<file path="src/sv/pes_pkg.sv">
// Package for the polygon edge span table: sizes, request codes and beat types.
// Used by every module in sv/; depends on nothing.
`timescale 1ns / 1ps
`default_nettype none

package pes_pkg;

    // Table geometry and fixed-point format
    localparam int unsigned ROWS          = 1024;
    localparam int unsigned FRACTION_BITS = 16;
    localparam int unsigned ADDR_W        = $clog2(ROWS);

    // Field widths fixed by the interface
    localparam int unsigned COORD_W = 10;
    localparam int unsigned LEFT_W  = COORD_W + 1;
    localparam int unsigned TYPE_W  = 2;

    // Column position and divider sizes
    localparam int unsigned POS_W     = COORD_W + FRACTION_BITS;
    localparam int unsigned DIV_CNT_W = $clog2(POS_W + 1);

    // Table word: left bound over right bound
    localparam int unsigned WORD_W = LEFT_W + COORD_W;

    // Left bound of an empty row
    localparam logic [LEFT_W-1:0] EMPTY_LEFT = LEFT_W'(1024);

    // Request codes
    localparam logic [TYPE_W-1:0] REQ_EDGE  = 2'd0;
    localparam logic [TYPE_W-1:0] REQ_QUERY = 2'd1;
    localparam logic [TYPE_W-1:0] REQ_CLEAR = 2'd2;

    typedef struct packed {
        logic [TYPE_W-1:0]  req_type;
        logic [COORD_W-1:0] start_x;
        logic [COORD_W-1:0] start_y;
        logic [COORD_W-1:0] end_x;
        logic [COORD_W-1:0] end_y;
    } pes_req_t;

    typedef struct packed {
        logic [COORD_W-1:0] span_row;
        logic [LEFT_W-1:0]  span_left;
        logic [COORD_W-1:0] span_right;
        logic               span_nonempty;
    } pes_rsp_t;

endpackage

`default_nettype wire

</file>
<file path="src/sv/pes_div.sv">
// Restoring divider, one quotient bit per cycle, for the edge column step.
// Depends on pes_pkg for widths.
`timescale 1ns / 1ps
`default_nettype none

module pes_div (
    input  wire logic                         clk,
    input  wire logic                         rst_n,
    input  wire logic                         start,
    input  wire logic [pes_pkg::POS_W-1:0]    dividend,
    input  wire logic [pes_pkg::COORD_W-1:0]  divisor,
    output logic                              done,
    output logic [pes_pkg::POS_W-1:0]         quotient
);

    logic [pes_pkg::COORD_W-1:0]   rem_reg;
    logic [pes_pkg::POS_W-1:0]     quo_reg;
    logic [pes_pkg::COORD_W-1:0]   dsr_reg;
    logic [pes_pkg::DIV_CNT_W-1:0] cnt_reg;
    logic                          done_reg;

    logic [pes_pkg::COORD_W:0]     trial;
    logic                          fits;
    logic [pes_pkg::COORD_W:0]     diff;

    // Shift the next dividend bit into the partial remainder and try to subtract
    always_comb
    begin
        trial = {rem_reg, quo_reg[pes_pkg::POS_W-1]};
        fits  = (trial >= {1'b0, dsr_reg});
        diff  = trial - {1'b0, dsr_reg};
    end

    // Control: count quotient bits, pulse done after the last one
    always_ff @(posedge clk or negedge rst_n)
    begin
        if (!rst_n)
        begin
            cnt_reg  <= '0;
            done_reg <= 1'b0;
        end
        else
        begin
            done_reg <= 1'b0;
            if (start)
            begin
                cnt_reg <= pes_pkg::DIV_CNT_W'(pes_pkg::POS_W);
            end
            else if (cnt_reg != '0)
            begin
                cnt_reg <= cnt_reg - 1'b1;
                if (cnt_reg == pes_pkg::DIV_CNT_W'(1))
                begin
                    done_reg <= 1'b1;
                end
            end
        end
    end

    // Datapath: load operands, then advance one bit per cycle
    always_ff @(posedge clk)
    begin
        if (start)
        begin
            rem_reg <= '0;
            quo_reg <= dividend;
            dsr_reg <= divisor;
        end
        else if (cnt_reg != '0)
        begin
            rem_reg <= fits ? diff[pes_pkg::COORD_W-1:0] : trial[pes_pkg::COORD_W-1:0];
            quo_reg <= {quo_reg[pes_pkg::POS_W-2:0], fits};
        end
    end

    assign done     = done_reg;
    assign quotient = quo_reg;

endmodule

`default_nettype wire

</file>
<file path="config.mk">
export PLATFORM = sky130hd
export DESIGN_NAME = pes_div
export DESIGN_NICKNAME = d
export VERILOG_FILES = /design/src/sv/pes_pkg.sv /design/src/sv/pes_div.sv
export SDC_FILE = /design/constraint.sdc
export NUM_CORES = 1
export LEC_CHECK = 0
export BUFFER_PORTS_ARGS = -buffer_cell sky130_fd_sc_hd__buf_2
export CAP_MARGIN = 20
export CORE_ASPECT_RATIO = 1.25
export CORE_MARGIN = 3
export CORE_UTILIZATION = 55
export CTS_BUF_LIST = sky130_fd_sc_hd__clkbuf_4 sky130_fd_sc_hd__clkbuf_8
export DETAILED_ROUTE_END_ITERATION = 10
export PLACE_DENSITY = 0.85
export SYNTH_ARGS = -nofsm -noshare
export SYNTH_HDL_FRONTEND = slang
export SYNTH_SLANG_ARGS = --single-unit
</file>
<file path="constraint.sdc">
create_clock -name clk -period 2.46 [get_ports clk]
set_input_delay 0.492 -clock clk [delete_from_list [all_inputs] [get_ports clk]]
set_output_delay 0.492 -clock clk [all_outputs]
set_load 0.01 [all_outputs]
</file>
# Word level (Yosys, flattened, before mapping)
# Cells that the tools add are included.
# Widths: inputs -> output; s select.
[classes]
add_sub_neg = 2
n_mul = 0
n_div = 0
magnitude_cmp = 1
eq_ne = 1
shifts = 0
mux = 8
bitwise = 0
reduce_logical = 2
[op_table]
columns = ["cell", "count"]
rows = [
  ["$mux 26", 2],
  ["$ge 11x10->1", 1],
  ["$mux 10", 1],
  ["$mux 5", 2],
  ["$sub 10x10->10", 1],
  ["$eq 5x1->1 const B", 1],
  ["$reduce_bool 5->1", 1],
  ["$sub 5x1->5 const B", 1],
  ["$mux 1", 3],
  ["$reduce_bool 2->1", 1],
]
[word_totals]
register_bits = 52
latchBits = 0
ram_bits = 0
romBits = 0
out_inout_bits = 27
memories = 0

# Depth between registers and ports, before layout
[logic_depth]
word_depth = 4
depth_mapped = 10
ltp_nobuf = 10

# Worst setup path after synthesis
# OpenSTA, ideal clock, no wires.
[synth_timing]
path_type = "register -> register"
start = "reg quo_reg (netlist bit quotient[25])"
end = "reg rem_reg[6] (netlist name)"
setup_time_ns = 0.103
arrival_ns = 2.218
required_ns = 2.357
path_slack_ns = 0.138
stages_incl_launch_ff = 11
path_buffers = 0
synth_period_minus_slack_ns = 2.322
path_cell_list = "edfxtp_1 > inv_1 > ha_1 > inv_1 > fa_1 > a21o_1 > a21oi_1 > o21ai_0 > xnor2_1 > and3_2 > a2111oi_2"
[synth_via]
elab_chain_cells = 2
[synth_rtl]
columns = ["item", "line_no", "text"]
rows = [
  ["start, declared", "pes_div.sv:17", "logic [pes_pkg::POS_W-1:0] quo_reg;"],
  ["start signal, assigned", "pes_div.sv:66", "quo_reg <= dividend;"],
  ["start signal, assigned", "pes_div.sv:72", "quo_reg <= {quo_reg[pes_pkg::POS_W-2:0], fits};"],
  ["$sub 10x10->10 or $ge 11x10->1 (tied branches)", "pes_div.sv:31, pes_div.sv:30", ""],
  ["$mux 10 *", "pes_div.sv:71", "rem_reg <= fits ? diff[pes_pkg::COORD_W-1:0] : trial[pes_pkg::COORD_W-1:0];"],
  ["end signal, assigned", "pes_div.sv:71", ""],
  ["end, declared", "pes_div.sv:16", "logic [pes_pkg::COORD_W-1:0] rem_reg;"],
]
# Every way passes the cells marked *; elsewhere a longest branch is shown, timed or not.
# A chain may end at the register's enable or synchronous reset.

# Worst setup path in the final report
# Ends and elaborated chain as after synthesis.

==> flow_metrics.tcl <==
set metrics [dict create \
    synth.mux.area_fraction 0.127 \
    instances_no_fill 349 \
    grt_util_met2 0.339 \
    yosys_warnings 0 \
    diodes 0 \
    slew_violations 0 \
    multi_input_area_mm2 0.00114 \
    antenna_left 0 \
    vias_per_cell 5.48 \
    dp_hpwl_um 3890 \
    synth_edf_count 36 \
    regToRegSetupSlack_ps 120 \
    cts_htree_levels 2 \
    grt_antenna_before_repair 0 \
    place_inst 339 \
    synth_top_family_by_area "multiplexers" \
    initial_utilization 0.590 \
    cp.arrival_ps 2550 \
    p_leak_uw 0.00143 \
    die-area_mm2 0.00577 \
    synth_fa_ha_area_frac 0.0679 \
    r2r_cells 10 \
    r2r-start "quotient[25]" \
    worstSkewPairLatency_ps 300 \
    status "complete, no violations" \
    ir_worst_vdd_mv 0.563 \
    fin_skew_ps 10.2 \
    synthesis.nets 267 \
    finalCritPeriodShare 0.953 \
    setup_slack_ps 116 \
    endpoint "rem_reg[6]" \
    setup.worst_path.start_class "register" \
    startpoint "quotient[25]" \
    reg2reg_to "rem_reg[6]" \
    hold_class "input port to register" \
    portBuffers 65 \
    cp-end-kind "register" \
    path_clk_slew_ps 100 \
    synth_compound_area_frac 0.111 \
    top_usage_layer "met2" \
    worst_pin_slew_ps 477 \
    cts_root_buf "clkbuf_8" \
    largest_reg_flops 26 \
    fin_nets 343 \
    grt_pass1_wl_um 8980 \
    die_y_um 84.2 \
    hold_viol 0 \
    wl_per_cell_um 15.4 \
    area_delta_synth_final_pct 20.1 \
    cts_sinks 52 \
    gr-total-overflow 0 \
    drive_gt1_frac 0.416 \
    fp-row-count 27 \
    die_w_um 68.6 \
    syn-mean-instance-area_um2 12.6 \
    seqCellArea_mm2 0.00143 \
    gr-usage-met3 0.0535 \
    synth_seq_cells 52 \
    slew_headroom 0.682 \
    ys_types 46 \
    crit_type "register to register" \
    nFillCells 336 \
    synthCells 214 \
    synth_area_mm2 0.00269 \
    drc_errors 0 \
    cts_made_buffers 5 \
    vias 1912 \
    yosys_most_used_dff "edfxtp_1" \
    powerDensity_mw_per_mm2 848 \
    ys_async_sr_fraction 0.115 \
    pre_cts_slack_ps 160 \
    first_pass_iters 4 \
    clockBufferDepth 2 \
    drt-initial-drc-count 137 \
    fin_crit_ps 2340 \
    grt_max_degree 28 \
    fmax_mhz 427 \
    core_area_mm2 0.00456 \
    wirelength_um 5390 \
    cp_max_fo 3 \
    yosys.area_share.xor_xnor 0.0260 \
    grt_pass1_vias 2035 \
    yosys.area_share.simple 0.0865 \
    use_met1 0.246 \
    cts_tree "built" \
    grt_usage 0.205 \
    required_ps 2670 \
    maxCapViolCount 0 \
    seq_area_frac_synth 0.532 \
    io_pins 66 \
    gp_congestion 0.934 \
    finalSetupViolCount 0 \
]
-- layout make-up --
class / count / share of cell area
clock buffer: 6 / 0.0236
inverter: 16 / 0.0186
multi-input combinational: 137 / 0.354
timing repair buffer: 78 / 0.135
clock inverter: 2 / 0.00348
sequential: 52 / 0.443
tap: 58 / 0.0224
-- synth_stat cells, types with 2 or more instances --
cell type	n	area, um^2
edfxtp_1	36	1080
mux2_2	26	293
inv_1	16	60.1
ha_1	13	163
nor2_1	12	45.0
a21oi_1	11	55.1
dfxtp_1	10	200
nand2_1	10	37.5
xnor2_1	7	61.3
dfrtp_1	6	150
mux2i_1	5	50.1
nand2b_1	5	31.3
o21ai_0	5	25.0
a211oi_1	4	30.0
clkbuf_1	4	15.0
nor3_1	4	20.0
nand4_1	3	18.8
a211o_1	2	17.5
a21o_1	2	15.0
and3_2	2	15.0
buf_6	2	22.5
clkbuf_8	2	27.5
o21ai_2	2	17.5
o22ai_1	2	12.5
or3_1	2	12.5
-- placed cells by master (no fill, tap or decap), drive strengths merged, types with 3 or more instances in the layout --
| cell type | Yosys | final |
|---|---|---|
| edfxtp | 36 | 36 |
| a211oi | 5 | 5 |
| nor3 | 5 | 5 |
| dfrtp | 6 | 6 |
| ha | 13 | 13 |
| nand4 | 3 | 3 |
| dfxtp | 10 | 10 |
| nand2 | 10 | 10 |
| nand2b | 5 | 5 |
| mux2i | 5 | 5 |
| a211o | 3 | 3 |
| o21ai | 7 | 7 |
| inv | 16 | 16 |
| xnor2 | 7 | 7 |
| buf | 3 | 77 |
| a21oi | 11 | 11 |
| nor2 | 12 | 12 |
| and3 | 3 | 3 |
| mux2 | 26 | 26 |
| clkbuf | 6 | 6 |
-- metal layers --
| metal | part of all wire | vias to the layer above | routed length [um] |
|---|---|---|---|
| li1 | - | 935 | - |
| met1 | 0.40 | 896 | 2180 |
| met2 | 0.50 | 67 | 2710 |
| met3 | 0.060 | 14 | 323 |
| met4 | 0.032 | 0 | 174 |
| met5 | 0 | - | 0 |
-- repair_timing --
| action | CTS | global route |
|---|---|---|
| hold buffers | 1 | 0 |
| setup buffers | 0 | 1 |
| resized for setup | 0 | 2 |
| setup endpoints to repair | 0 | 1 |
| endpoints found under the hold margin | 6 | 0 |
-- power by group --
part / internal (uW) / total, uW / switching [uW] / leakage, uW
Clock: 209 / 484 / 275 / 0.0000423
Sequential: 1090 / 1180 / 96.2 / 0.000525
Combinational: 538 / 1070 / 536 / 0.000859
-- through the flow --
stage	total power [uW]	utilization	TNS, ps	instance area [um^2]	hold WS (ps)
after global placement	2200	0.682	0	3110	320
after CTS	2720	0.704	0	3210	343
after detailed placement	2220	0.682	0	3110	322
after global routing	2910	0.709	-49.7	3230	338
final	2740	0.709	0	3230	354
after floorplan	1960	-	0	2690	196
-- worst max-delay path, cell delays in order, from the launching register on --
cell,delay [ps]
edfxtp_1,410
inv_1,70
ha_1,150
inv_1,50
fa_1,400
a21o_1,230
a21oi_2,160
o21ai_0,110
xnor2_1,140
and3_2,230
a2111oi_4,300
-- how the worst min path moves through the flow --
stage	start	to	slack (ps)	cells after the start
floorplan	rst_n	cnt_reg[0]	200	0
global placement	rst_n	cnt_reg[1]	320	1
detailed placement	rst_n	cnt_reg[1]	320	1
CTS	divisor[0]	dsr_reg[0]	340	1
global route	divisor[0]	dsr_reg[0]	340	1
finish	divisor[0]	dsr_reg[0]	350	1
-- logic make-up (layout without fill, tap and decap cells) --
| family | after synthesis | after routing |
|---|---|---|
| multiplexers | 31 | 31 |
| AO/OA/AOI/OAI | 39 | 39 |
| flip-flops | 52 | 52 |
| buffers and inverters | 25 | 102 |
| AND/OR/NAND/NOR | 45 | 45 |
| adder cells (fa/ha/maj) | 14 | 14 |
| XOR/XNOR | 8 | 8 |
Power figures use the tool's default switching activity.
